<file path="src/design/ybi_pkg.sv">
// shared types and constants for the yaml block indentation event parser
`timescale 1ns / 1ps
package ybi_pkg;

  localparam int STACK_DEPTH = 32;
  localparam int ADDR_W      = $clog2(STACK_DEPTH);
  localparam int CNT_W       = $clog2(STACK_DEPTH + 1);

  // token kinds
  localparam logic [1:0] TK_BARE     = 2'd0;
  localparam logic [1:0] TK_QUOTED   = 2'd1;
  localparam logic [1:0] TK_LINE_END = 2'd2;
  localparam logic [1:0] TK_FILE_END = 2'd3;

  // leading character classes
  localparam logic [3:0] LC_OTHER = 4'd0;
  localparam logic [3:0] LC_BANG  = 4'd7;
  localparam logic [3:0] LC_DASH  = 4'd8;

  // event codes
  localparam logic [3:0] EV_DIRECTIVES = 4'd7;
  localparam logic [3:0] EV_SEQ_ENTRY  = 4'd8;
  localparam logic [3:0] EV_BARE       = 4'd9;
  localparam logic [3:0] EV_KEY        = 4'd10;
  localparam logic [3:0] EV_CONTINUED  = 4'd11;
  localparam logic [3:0] EV_QUOTED     = 4'd12;
  localparam logic [3:0] EV_FILE_END   = 4'd13;
  localparam logic [3:0] EV_ERROR      = 4'd14;

  // nesting entry kinds
  localparam logic KIND_MAP = 1'b0;
  localparam logic KIND_SEQ = 1'b1;

  typedef struct packed {
    logic [7:0] ind;
    logic       kind;
    logic [5:0] seql;
    logic [5:0] mapl;
  } nest_entry_t;

endpackage

</file>
<file path="src/design/yaml_block_indent_event_parser_top.sv">
// Block-indentation event parser for a YAML token stream.
//
// Input channel (in_*): one tokenizer token per beat, taken when in_valid is
// high and in_stall is low. Output channel (out_*): at most one event per
// token, held in an output register until taken (out_valid high, out_stall
// low). Tokens absorbed into a bare scalar and line ends give no event.
//
// The nesting stack lives in a 32-entry synchronous RAM with a registered
// read. Each token takes two steps: one to read the stack top, one to
// update and emit. A token that enters the pop loop (a dedent, or a key at or
// below the stack top) pops one entry per step, then checks the new top
// before it emits. A stalled output can hold the emitting step.
//
// A stalled output only holds the block when a new event is ready to load;
// the next token is still accepted while an event waits in the register.
// Reset clears the stack count, sets first-on-line and drops any scalar in
// progress; stack contents are left as they are.
`timescale 1ns / 1ps
module yaml_block_indent_event_parser_top (
  input  logic        clk,
  input  logic        rst_n,
  input  logic        in_valid,
  output logic        in_stall,
  input  logic [1:0]  in_token_kind,
  input  logic [3:0]  in_lead_char,
  input  logic        in_is_triple_dash,
  input  logic        in_second_is_space,
  input  logic [7:0]  in_indent,
  input  logic        in_colon_suffixed,
  input  logic [15:0] in_text_offset,
  input  logic [15:0] in_text_length,
  input  logic        in_ends_line,
  output logic        out_valid,
  input  logic        out_stall,
  output logic [3:0]  out_event_kind,
  output logic [5:0]  out_seq_depth,
  output logic [5:0]  out_map_depth,
  output logic signed [6:0] out_seq_delta,
  output logic signed [6:0] out_map_delta,
  output logic [7:0]  out_margin,
  output logic [15:0] out_event_offset,
  output logic [15:0] out_event_length
);
  import ybi_pkg::*;

  localparam logic [1:0] S_IDLE = 2'd0;
  localparam logic [1:0] S_TOP  = 2'd1;
  localparam logic [1:0] S_POP  = 2'd2;

  logic [1:0]  state_r, state_nxt;
  logic [CNT_W-1:0] cnt_r, cnt_nxt, cnt_dec;
  logic        first_r, first_nxt;
  logic        absorb_r, absorb_nxt;
  logic [15:0] sstart_r, sstart_nxt;
  logic [7:0]  smargin_r, smargin_nxt;

  // latched token
  logic [1:0]  tk_r;
  logic [3:0]  lead_r;
  logic        triple_r, space2_r, colon_r, eol_r;
  logic [7:0]  ind_r;
  logic [15:0] off_r, len_r;

  // pending event for the pop loop
  logic [3:0]  pev_r, pev_nxt;
  logic        perr_r, perr_nxt;
  logic        pkey_r, pkey_nxt;
  logic signed [6:0] sd_r, sd_nxt, md_r, md_nxt;
  logic [5:0]  tseq_r, tseq_nxt, tmap_r, tmap_nxt;
  logic [15:0] peoff_r, peoff_nxt, pelen_r, pelen_nxt;

  // stack memory
  nest_entry_t mem [STACK_DEPTH];
  nest_entry_t rd_r;
  logic        wr_en;
  nest_entry_t wr_data;
  logic [ADDR_W-1:0] rd_addr;

  // output register
  logic        ov_r, ov_nxt;
  logic [3:0]  oev_r;
  logic [5:0]  osd_r, omd_r;
  logic signed [6:0] osdl_r, omdl_r;
  logic [7:0]  omar_r;
  logic [15:0] ooff_r, olen_r;

  logic        emit;
  logic [3:0]  e_ev;
  logic signed [6:0] e_sd, e_md;
  logic [5:0]  e_tseq, e_tmap;
  logic [7:0]  e_mar;
  logic [15:0] e_off, e_len;

  logic        out_free, accept, have_top;
  logic [3:0]  lead;
  logic        pop_go;

  assign out_free = !ov_r || !out_stall;
  assign accept   = in_valid && !in_stall;
  assign in_stall = (state_r != S_IDLE);
  assign have_top = (cnt_r != '0);
  assign lead     = (lead_r > LC_DASH) ? LC_OTHER : lead_r;
  assign cnt_dec  = cnt_nxt - CNT_W'(1);
  assign rd_addr  = cnt_dec[ADDR_W-1:0];

  // pop condition on the current stack top
  assign pop_go = have_top && ((rd_r.ind > ind_r) ||
                  (pkey_r && rd_r.kind == KIND_SEQ && rd_r.ind == ind_r));

  // main step logic
  always_comb begin
    state_nxt   = state_r;
    cnt_nxt     = cnt_r;
    first_nxt   = first_r;
    absorb_nxt  = absorb_r;
    sstart_nxt  = sstart_r;
    smargin_nxt = smargin_r;
    pev_nxt     = pev_r;
    perr_nxt    = perr_r;
    pkey_nxt    = pkey_r;
    sd_nxt      = sd_r;
    md_nxt      = md_r;
    tseq_nxt    = tseq_r;
    tmap_nxt    = tmap_r;
    peoff_nxt   = peoff_r;
    pelen_nxt   = pelen_r;
    wr_en       = 1'b0;
    wr_data     = '{ind: ind_r, kind: KIND_SEQ, seql: '0, mapl: '0};
    emit        = 1'b0;
    e_ev        = EV_ERROR;
    e_sd        = '0;
    e_md        = '0;
    e_tseq      = have_top ? rd_r.seql : 6'd0;
    e_tmap      = have_top ? rd_r.mapl : 6'd0;
    e_mar       = ind_r;
    e_off       = off_r;
    e_len       = len_r;
    case (state_r)
      S_IDLE: begin
        if (accept) state_nxt = S_TOP;
      end
      S_TOP: begin
        if (absorb_r) begin
          if (!eol_r) begin
            state_nxt = S_IDLE;
          end else if (out_free) begin
            emit       = 1'b1;
            e_ev       = EV_BARE;
            e_mar      = smargin_r;
            e_off      = sstart_r;
            e_len      = off_r - sstart_r + len_r;
            absorb_nxt = 1'b0;
            first_nxt  = 1'b0;
            state_nxt  = S_IDLE;
          end
        end else if (tk_r == TK_LINE_END) begin
          first_nxt = 1'b1;
          state_nxt = S_IDLE;
        end else if (tk_r == TK_BARE && !(lead >= 4'd1 && lead <= LC_BANG) &&
                     !(lead == LC_DASH && (triple_r || (first_r && space2_r))) &&
                     !(lead == LC_OTHER && (colon_r || first_r)) && !eol_r) begin
          // bare scalar that runs on past this token
          first_nxt   = 1'b0;
          absorb_nxt  = 1'b1;
          sstart_nxt  = off_r;
          smargin_nxt = ind_r;
          state_nxt   = S_IDLE;
        end else begin
          logic       err;
          logic       go_pop;
          logic [3:0] ev;
          err    = 1'b0;
          go_pop = 1'b0;
          ev     = EV_BARE;
          if (tk_r == TK_FILE_END) begin
            ev    = EV_FILE_END;
            e_off = '0;
            e_len = '0;
          end else if (tk_r == TK_QUOTED) begin
            ev = EV_QUOTED;
          end else if (lead >= 4'd1 && lead <= LC_BANG) begin
            ev    = lead - 4'd1;
            e_off = off_r + 16'd1;
            e_len = (len_r != '0) ? len_r - 16'd1 : 16'd0;
          end else if (lead == LC_DASH && triple_r) begin
            ev = EV_DIRECTIVES;
          end else if (lead == LC_DASH && first_r && space2_r) begin
            ev    = EV_SEQ_ENTRY;
            e_len = '0;
            if (!have_top || ind_r > rd_r.ind ||
                (ind_r == rd_r.ind && rd_r.kind == KIND_MAP)) begin
              if (cnt_r < CNT_W'(STACK_DEPTH)) begin
                if (out_free) begin
                  wr_en = 1'b1;
                  cnt_nxt = cnt_r + CNT_W'(1);
                end
                wr_data = '{ind: ind_r, kind: KIND_SEQ, seql: e_tseq + 6'd1,
                            mapl: e_tmap};
                e_sd = 7'sd1;
              end else begin
                err = 1'b1;
              end
            end else if (ind_r < rd_r.ind) begin
              go_pop = 1'b1;
            end
          end else if (lead == LC_OTHER && colon_r) begin
            ev = EV_KEY;
            if (!first_r) err = 1'b1;
            if (!have_top || ind_r > rd_r.ind) begin
              if (cnt_r < CNT_W'(STACK_DEPTH)) begin
                if (out_free) begin
                  wr_en = 1'b1;
                  cnt_nxt = cnt_r + CNT_W'(1);
                end
                wr_data = '{ind: ind_r, kind: KIND_MAP, seql: e_tseq,
                            mapl: e_tmap + 6'd1};
                e_md = 7'sd1;
              end else begin
                err = 1'b1;
              end
            end else begin
              go_pop = 1'b1;
            end
          end else if (lead == LC_OTHER && first_r) begin
            ev = EV_CONTINUED;
            if (!have_top || ind_r <= rd_r.ind) err = 1'b1;
          end
          if (go_pop) begin
            // hand off to the pop loop, event waits in pending registers
            first_nxt = 1'b0;
            pev_nxt   = ev;
            perr_nxt  = err;
            pkey_nxt  = (ev == EV_KEY);
            sd_nxt    = '0;
            md_nxt    = '0;
            tseq_nxt  = e_tseq;
            tmap_nxt  = e_tmap;
            peoff_nxt = e_off;
            pelen_nxt = e_len;
            state_nxt = S_POP;
          end else if (out_free) begin
            emit      = 1'b1;
            e_ev      = err ? EV_ERROR : ev;
            first_nxt = 1'b0;
            state_nxt = S_IDLE;
          end
        end
      end
      S_POP: begin
        e_tseq = tseq_r;
        e_tmap = tmap_r;
        e_sd   = sd_r;
        e_md   = md_r;
        e_off  = peoff_r;
        e_len  = pelen_r;
        if (pop_go) begin
          // one entry per cycle, next top is read meanwhile
          cnt_nxt = cnt_r - CNT_W'(1);
          if (rd_r.kind == KIND_SEQ) sd_nxt = sd_r - 7'sd1;
          else md_nxt = md_r - 7'sd1;
        end else if (out_free) begin
          emit = 1'b1;
          e_ev = (perr_r || (pkey_r && (!have_top || rd_r.ind != ind_r))) ?
                 EV_ERROR : pev_r;
          state_nxt = S_IDLE;
        end
      end
      default: state_nxt = S_IDLE;
    endcase
  end

  // stack memory, read of the next top every cycle
  always_ff @(posedge clk) begin
    if (wr_en) mem[cnt_r[ADDR_W-1:0]] <= wr_data;
    rd_r <= mem[rd_addr];
  end

  // control state
  always_ff @(posedge clk) begin
    if (!rst_n) begin
      state_r  <= S_IDLE;
      cnt_r    <= '0;
      first_r  <= 1'b1;
      absorb_r <= 1'b0;
      ov_r     <= 1'b0;
    end else begin
      state_r  <= state_nxt;
      cnt_r    <= cnt_nxt;
      first_r  <= first_nxt;
      absorb_r <= absorb_nxt;
      ov_r     <= ov_nxt;
    end
  end

  // payload state
  always_ff @(posedge clk) begin
    sstart_r  <= sstart_nxt;
    smargin_r <= smargin_nxt;
    pev_r     <= pev_nxt;
    perr_r    <= perr_nxt;
    pkey_r    <= pkey_nxt;
    sd_r      <= sd_nxt;
    md_r      <= md_nxt;
    tseq_r    <= tseq_nxt;
    tmap_r    <= tmap_nxt;
    peoff_r   <= peoff_nxt;
    pelen_r   <= pelen_nxt;
    if (accept) begin
      tk_r     <= in_token_kind;
      lead_r   <= in_lead_char;
      triple_r <= in_is_triple_dash;
      space2_r <= in_second_is_space;
      ind_r    <= in_indent;
      colon_r  <= in_colon_suffixed;
      off_r    <= in_text_offset;
      len_r    <= in_text_length;
      eol_r    <= in_ends_line;
    end
  end

  // output register
  always_comb begin
    ov_nxt = ov_r && out_stall;
    if (emit) ov_nxt = 1'b1;
  end

  always_ff @(posedge clk) begin
    if (emit) begin
      oev_r  <= e_ev;
      osd_r  <= e_tseq + e_sd[5:0];
      omd_r  <= e_tmap + e_md[5:0];
      osdl_r <= e_sd;
      omdl_r <= e_md;
      omar_r <= e_mar;
      ooff_r <= e_off;
      olen_r <= e_len;
    end
  end

  assign out_valid        = ov_r;
  assign out_event_kind   = oev_r;
  assign out_seq_depth    = osd_r;
  assign out_map_depth    = omd_r;
  assign out_seq_delta    = osdl_r;
  assign out_map_delta    = omdl_r;
  assign out_margin       = omar_r;
  assign out_event_offset = ooff_r;
  assign out_event_length = olen_r;

endmodule

</file>
<file path="config.mk">
export PLATFORM = sky130hd
export DESIGN_NAME = yaml_block_indent_event_parser_top
export DESIGN_NICKNAME = d
export VERILOG_FILES = /design/src/design/ybi_pkg.sv /design/src/design/yaml_block_indent_event_parser_top.sv
export SDC_FILE = /design/constraint.sdc
export NUM_CORES = 1
export LEC_CHECK = 0
export ABC_AREA = 1
export ABC_CLOCK_PERIOD_IN_PS = 12000
export BUFFER_PORTS_ARGS = -buffer_cell sky130_fd_sc_hd__buf_2
export CAP_MARGIN = 30
export CORE_ASPECT_RATIO = 0.75
export CORE_UTILIZATION = 45
export CTS_CLUSTER_DIAMETER = 80
export DETAILED_ROUTE_END_ITERATION = 7
export GPL_TIMING_DRIVEN = 1
export HOLD_SLACK_MARGIN = 0.03
export PLACE_DENSITY_LB_ADDON = 0.08
export SYNTH_ARGS = -nofsm -noshare
export SYNTH_HDL_FRONTEND = slang
export SYNTH_SLANG_ARGS = --single-unit
</file>
<file path="constraint.sdc">
create_clock -name clk -period 12 [get_ports clk]
set_input_delay 0.6 -clock clk [delete_from_list [all_inputs] [get_ports clk]]
set_output_delay 0.6 -clock clk [all_outputs]
set_load 0.1 [all_outputs]
</file>
==> impl_metrics.env, run 1 <==
export IMPL_worstMarginPinSlew_ns=1.089
export IMPL_area_delta_synth_final_pct=12.38
export IMPL_postCtsHoldBufs=0
export IMPL_grt_pass1_wl_um=178800
export IMPL_critPathRequiredTime_ns=12.59
export IMPL_tns_ns=0
export IMPL_vias=29930
export IMPL_antenna_found_initial=1
export IMPL_irDropWorstVdd_v=0.0001265
export IMPL_die_w_um=356.1
export IMPL_crit_path_start_kind="flop"
export IMPL_insertion_delay_ns=0.67
export IMPL_gp_congestion=0.8995
export IMPL_async_flop_share_pct=0
export IMPL_core_um2=93210
export IMPL_maxSlewViolCount=0
export IMPL_status="completed"
export IMPL_syn_cell_area_um2=42320
export IMPL_synth_seq_cells=912
export IMPL_setup_viol=0
export IMPL_rsz0062_at_grt="false"
export IMPL_endpoint_kind="flop"
export IMPL_cts_repair_resize_count=0
export IMPL_ant_nets=0
export IMPL_grt_usage_pct=24.83
export IMPL_synth_edff_count=880
export IMPL_fin_crit_sh_pct=58.59
export IMPL_ys_types=57
export IMPL_clock_skew_ns=0.03200
export IMPL_grt_start_max_net_pins=162
export IMPL_cts_buffers=89
export IMPL_initial_core_util_pct=45.40
export IMPL_cp_common_cell="nand2_1"
export IMPL_fillers=8494
export IMPL_stdcell_count=5521
export IMPL_rrSetupSlack_ns=4.97
export IMPL_clock_sinks=912
export IMPL_chipHeight_um=267.6
export IMPL_syn_nets=4255
export IMPL_maxCapViolCount=0
export IMPL_io_buffer_count=125
export IMPL_rr_worst_depth=28
export IMPL_finalHoldViolCount=0
export IMPL_worstPathArrival_ns=7.62
export IMPL_drc=0
export IMPL_yosysWarnings=0
export IMPL_layout_common_cells="1114 x nand2_1, 880 x edfxtp_1, 780 x nand3_1, 446 x inv_1, 125 x buf_2"
export IMPL_cp_max_fo=117
export IMPL_nNetsFinal=4335
export IMPL_crit_slowest_cell="clkinv_2"
export IMPL_synth_ff_type="edfxtp_1"
export IMPL_fin_total_pwr_mw=8.183
export IMPL_holdPathStages=1
export IMPL_h_tree_depth=3
export IMPL_fin_area_um2=47560
export IMPL_first_pass_iters=7
export IMPL_min_path_type="in -> reg"
export IMPL_max_freq_ghz=0.1422
export IMPL_num_rows=97
export IMPL_first_global_vias=28310
export IMPL_ys_seq_area_share_pct=63.95
export IMPL_numPlacedInstances=5356
export IMPL_cts_root_buf="clkbuf_16"
export IMPL_synthCells=4131
export IMPL_placed_area_um2=44460
export IMPL_final_common_cell="nand2_1"
export IMPL_drt_wl_total_um=118600
export IMPL_rr_endpoint="rd_r[4]"
export IMPL_drive_gt1_share_pct=10.34
export IMPL_power_leakage_nw=19.46
export IMPL_viasPerCell=5.420
export IMPL_clk_pin_slew_ns=0.06
export IMPL_hpwl_um=69120
export IMPL_hold_path_endpoint="ind_r[7]"
export IMPL_ioPinCount=126
export IMPL_cp_slowest_stage_delay_ns=0.71
export IMPL_path_class="reg -> reg"
export IMPL_cts_tree="built"
export IMPL_ctsLongestPathBuffers=3
export IMPL_cts_setup_buffers=0
export IMPL_timing_rr_start="ind_r[2]"
export IMPL_grt_overflow_total=0
export IMPL_wl_per_cell_um=21.49
export IMPL_avgSynthCellArea_um2=10.24
export IMPL_drtIter0Drc=2966
export IMPL_die_area_um2=95290
export IMPL_post_route_min_period_ns=7.031
export IMPL_relSlewSlack_pct=27.40
export IMPL_power_density_nw_per_um2=172.1
export IMPL_worstHoldStart="in_indent[7]"
export IMPL_diodes=0
final cells by class:
type | instances | area, µm² | share of cell area, %
sequential | 912 | 27070 | 56.91
multi-input combinational | 2532 | 12770 | 26.85
clock buffer | 108 | 2382 | 5.009
inverter | 467 | 1763 | 3.707
tap | 1237 | 1548 | 3.254
timing repair buffer | 209 | 1336 | 2.810
clock inverter | 56 | 693.2 | 1.457
Yosys cell counts, drive strengths merged (29+ instances only):
master,instances,area (µm²)
a22oi,31,232.7
nand2,1126,4273
dfxtp,32,640.6
buf,110,606.8
inv,455,1710
o21ai,83,415.4
xor2,37,324.1
ha,53,663.1
o211ai,29,217.7
edfxtp,880,26430
clkbuf,110,412.9
nand3,783,3941
nor2,137,558.0
a21oi,113,565.5
stage by stage:
step	utilization, %	setup slack (ns)	hold WS, ns
after floorplan	-	7.328	0.4264
after global placement	47.62	4.818	0.4353
after detailed placement	47.70	4.990	0.4393
after CTS	51.00	4.966	0.07501
after global routing	51.03	4.321	0.08284
final	51.03	4.969	0.1143
sequential cells by signal, summed over array words and instances (netlist names), 8 cells and up:
name / cells
out_event_length: 16
pelen_r: 16
len_r: 16
out_margin: 8
rd_r: 21
ind_r: 8
sstart_r: 16
peoff_r: 16
mem: 672
out_event_offset: 16
off_r: 16
smargin_r: 8
logic make-up after synthesis:
logic type               synth area share [%]
AO/OA/AOI/OAI                           4.523
XOR/XNOR                               0.9106
adder cells (fa/ha/maj)                 2.371
buffers and inverters                   6.557
flip-flops                              63.95
multiplexers                           0.1863
AND/OR/NAND/NOR                         21.50
worst max-delay path by stage:
stage | start | end
after CTS | lead_r[3] | rd_r[10]
after floorplan | lead_r[2] | pelen_r[0]
after global placement | lead_r[3] | rd_r[10]
after global routing | ind_r[0] | rd_r[10]
after detailed placement | lead_r[3] | rd_r[10]
final | ind_r[2] | rd_r[4]
metal layers:
metal  vias up  GRT usage [%]  share of wire, %
met1     14450          38.26                48
met2      1049          36.29                43
met5         -              0            0.0067
met3       152          4.170               7.4
li1      14270              -                 -
met4         2          5.835               2.0
critical path, delay by kind of cell (launching register included):
family                   cells  cell delay, ns
adder cells (fa/ha/maj)      2            0.72
buffers and inverters        7            2.30
flip-flops                   1            0.32
AND/OR/NAND/NOR             19            3.46
power breakdown:
part | switching (mW) | total (mW) | internal [mW]
logic | 1.15 | 1.57 | 0.417
clock network | 1.23 | 2.99 | 1.76
registers | 0.0668 | 3.62 | 3.56
total | 2.45 | 8.18 | 5.73
No activity file was read; power rests on OpenSTA's default activity.
==> inputs of run 2 (changes only) <==
--- a/config.mk
+++ b/config.mk
@@ -6,7 +6,7 @@
 export NUM_CORES = 1
 export LEC_CHECK = 0
 export ABC_AREA = 1
-export ABC_CLOCK_PERIOD_IN_PS = 12000
+export ABC_CLOCK_PERIOD_IN_PS = 6100
 export BUFFER_PORTS_ARGS = -buffer_cell sky130_fd_sc_hd__buf_2
 export CAP_MARGIN = 30
 export CORE_ASPECT_RATIO = 0.75
==> constraint.sdc (replaced) <==
create_clock -name clk -period 6.1 [get_ports clk]
set_input_delay 0.305 -clock clk [delete_from_list [all_inputs] [get_ports clk]]
set_output_delay 0.305 -clock clk [all_outputs]
set_load 0.1 [all_outputs]
==> impl_metrics.env, run 2 (synthesis results as in run 1) <==
export IMPL_status="completed"
export IMPL_min_path_type="in -> reg"
export IMPL_largest_reg_flops=672
export IMPL_first_global_vias=28670
export IMPL_grt_overflow_total=0
export IMPL_worstHoldStart="out_stall"
export IMPL_hpwl_um=70780
export IMPL_io_buffer_count=125
export IMPL_ctsLongestPathBuffers=3
export IMPL_numPlacedInstances=5360
export IMPL_maxSlewViolCount=0
export IMPL_maxCapViolCount=0
export IMPL_critPathTopFamily="simple AND/OR/NAND/NOR gates"
export IMPL_grt_pass1_wl_um=179900
export IMPL_chipHeight_um=267.6
export IMPL_critPathRequiredTime_ns=6.68
export IMPL_worst_hold_slack_ns=0.1978
export IMPL_drc=0
export IMPL_rrSetupSlack_ns=0.95
export IMPL_fin_total_pwr_mw=15.78
export IMPL_gp_congestion=0.8954
export IMPL_cp_slowest_stage_delay_ns=0.45
export IMPL_post_route_min_period_ns=5.151
export IMPL_cts_root_buf="clkbuf_16"
export IMPL_vias=30100
export IMPL_grt_start_max_net_pins=182
export IMPL_die_w_um=356.1
export IMPL_power_density_nw_per_um2=329.0
export IMPL_area_delta_synth_final_pct=13.35
export IMPL_final_common_cell="nand2_1"
export IMPL_first_pass_iters=7
export IMPL_ant_nets=0
export IMPL_insertion_delay_ns=0.66
export IMPL_stdcell_count=5585
export IMPL_timing_rr_start="lead_r[2]"
export IMPL_holdPathStages=3
export IMPL_cts_tree="built"
export IMPL_ioPinCount=126
export IMPL_clock_skew_ns=0.02220
export IMPL_layout_common_cells="1114 x nand2_1, 880 x edfxtp_1, 780 x nand3_1, 446 x inv_1, 125 x buf_2"
export IMPL_rr_endpoint="rd_r[8]"
export IMPL_die_area_um2=95290
export IMPL_rr_worst_depth=26
export IMPL_crit_slowest_cell="edfxtp_1"
export IMPL_cp_common_cell="nand2_1"
export IMPL_power_leakage_nw=19.64
export IMPL_placed_area_um2=44540
export IMPL_hold_path_endpoint="out_valid"
export IMPL_cts_buffers=92
export IMPL_worstMarginPinSlew_ns=1.032
export IMPL_worst_path_buf_inv=5
export IMPL_grt_usage_pct=24.83
export IMPL_finalHoldViolCount=0
export IMPL_clk_pin_slew_ns=0.06
export IMPL_drive_gt1_share_pct=10.08
export IMPL_drtIter0Drc=3095
export IMPL_h_tree_depth=3
export IMPL_core_um2=93210
export IMPL_num_rows=97
export IMPL_viasPerCell=5.389
export IMPL_fillers=8367
export IMPL_clock_sinks=912
export IMPL_nNetsFinal=4394
export IMPL_endpoint_kind="flop"
export IMPL_drt_wl_total_um=118400
export IMPL_max_freq_ghz=0.1941
export IMPL_tns_ns=0
export IMPL_worstPathArrival_ns=5.73
export IMPL_irDropWorstVdd_v=0.0002680
export IMPL_setup_viol=0
export IMPL_initial_core_util_pct=45.40
export IMPL_rsz0062_at_grt="false"
export IMPL_fin_crit_sh_pct=84.45
export IMPL_crit_path_start_kind="flop"
export IMPL_antenna_found_initial=3
export IMPL_fin_area_um2=47970
export IMPL_path_class="reg -> reg"
export IMPL_cp_max_fo=53
export IMPL_relSlewSlack_pct=31.18
export IMPL_wl_per_cell_um=21.20
-- run 2: cell types whose count changed in the layout (fill, tap and decap cells not counted), sizes merged --
cell         delta
buf             +4
bufinv         -12
clkbuf         +16
clkinv          +7
clkinvlp        -4
diode           +1
dlygate4sd3    +52
-- run 2: worst max path at each step --
stage / startpoint / to / slack, ns / cells after the start
final: lead_r[2] / rd_r[8] / 0.95 / 26
after global routing: lead_r[2] / rd_r[8] / 0.50 / 26
after global placement: lead_r[2] / rd_r[8] / 1.03 / 26
after floorplan: lead_r[2] / pelen_r[0] / 1.43 / 14
after detailed placement: lead_r[2] / rd_r[8] / 0.99 / 26
after CTS: lead_r[2] / rd_r[8] / 0.93 / 26
-- run 2: power breakdown --
part | total [mW] | leakage (nW) | internal (mW) | switching (mW)
clock network | 5.51 | 1.42 | 3.09 | 2.42
registers | 7.14 | 9.00 | 7.00 | 0.137
logic | 3.14 | 9.22 | 0.847 | 2.29
total | 15.8 | 19.6 | 10.9 | 4.85
-- run 2: stage by stage --
step | setup WS [ns] | utilization (%)
floorplan | 1.428 | -
global placement | 1.031 | 47.75
detailed placement | 0.9919 | 47.78
CTS | 0.9300 | 51.43
global route | 0.5033 | 51.46
finish | 0.9487 | 51.46
-- run 2: what timing repair did --
action                     in CTS  in global routing
setup endpoints to repair       0                  0
hold buffers                   52                  0
hold endpoints to repair       54                  0
gates resized for setup         0                  0
setup buffers                   0                  0
-- run 2: final cells by class --
type,instances,area [µm²],area share (%)
clock buffers,124,2537,5.290
multi-input cells,2532,12770,26.63
well taps,1237,1548,3.227
clock inverters,47,342.8,0.7147
inverters,467,1763,3.675
flip-flops and latches,912,27070,56.42
diodes,1,2.502,0.005217
repair buffers,265,1934,4.033
-- run 2: worst min-delay path, stage by stage --
cell and delay [ns]:
buf_2 0.09, nand2_1 0.24, a21oi_1 0.13
-- run 2: routing by layer --
| metal | vias to the layer above | global-route usage [%] | routed length [µm] |
|---|---|---|---|
| li1 | 14380 | - | - |
| met1 | 14590 | 38.28 | 56890 |
| met2 | 978 | 36.26 | 50860 |
| met3 | 150 | 3.966 | 8126 |
| met4 | 0 | 6.159 | 2518 |
| met5 | - | 0 | 0 |
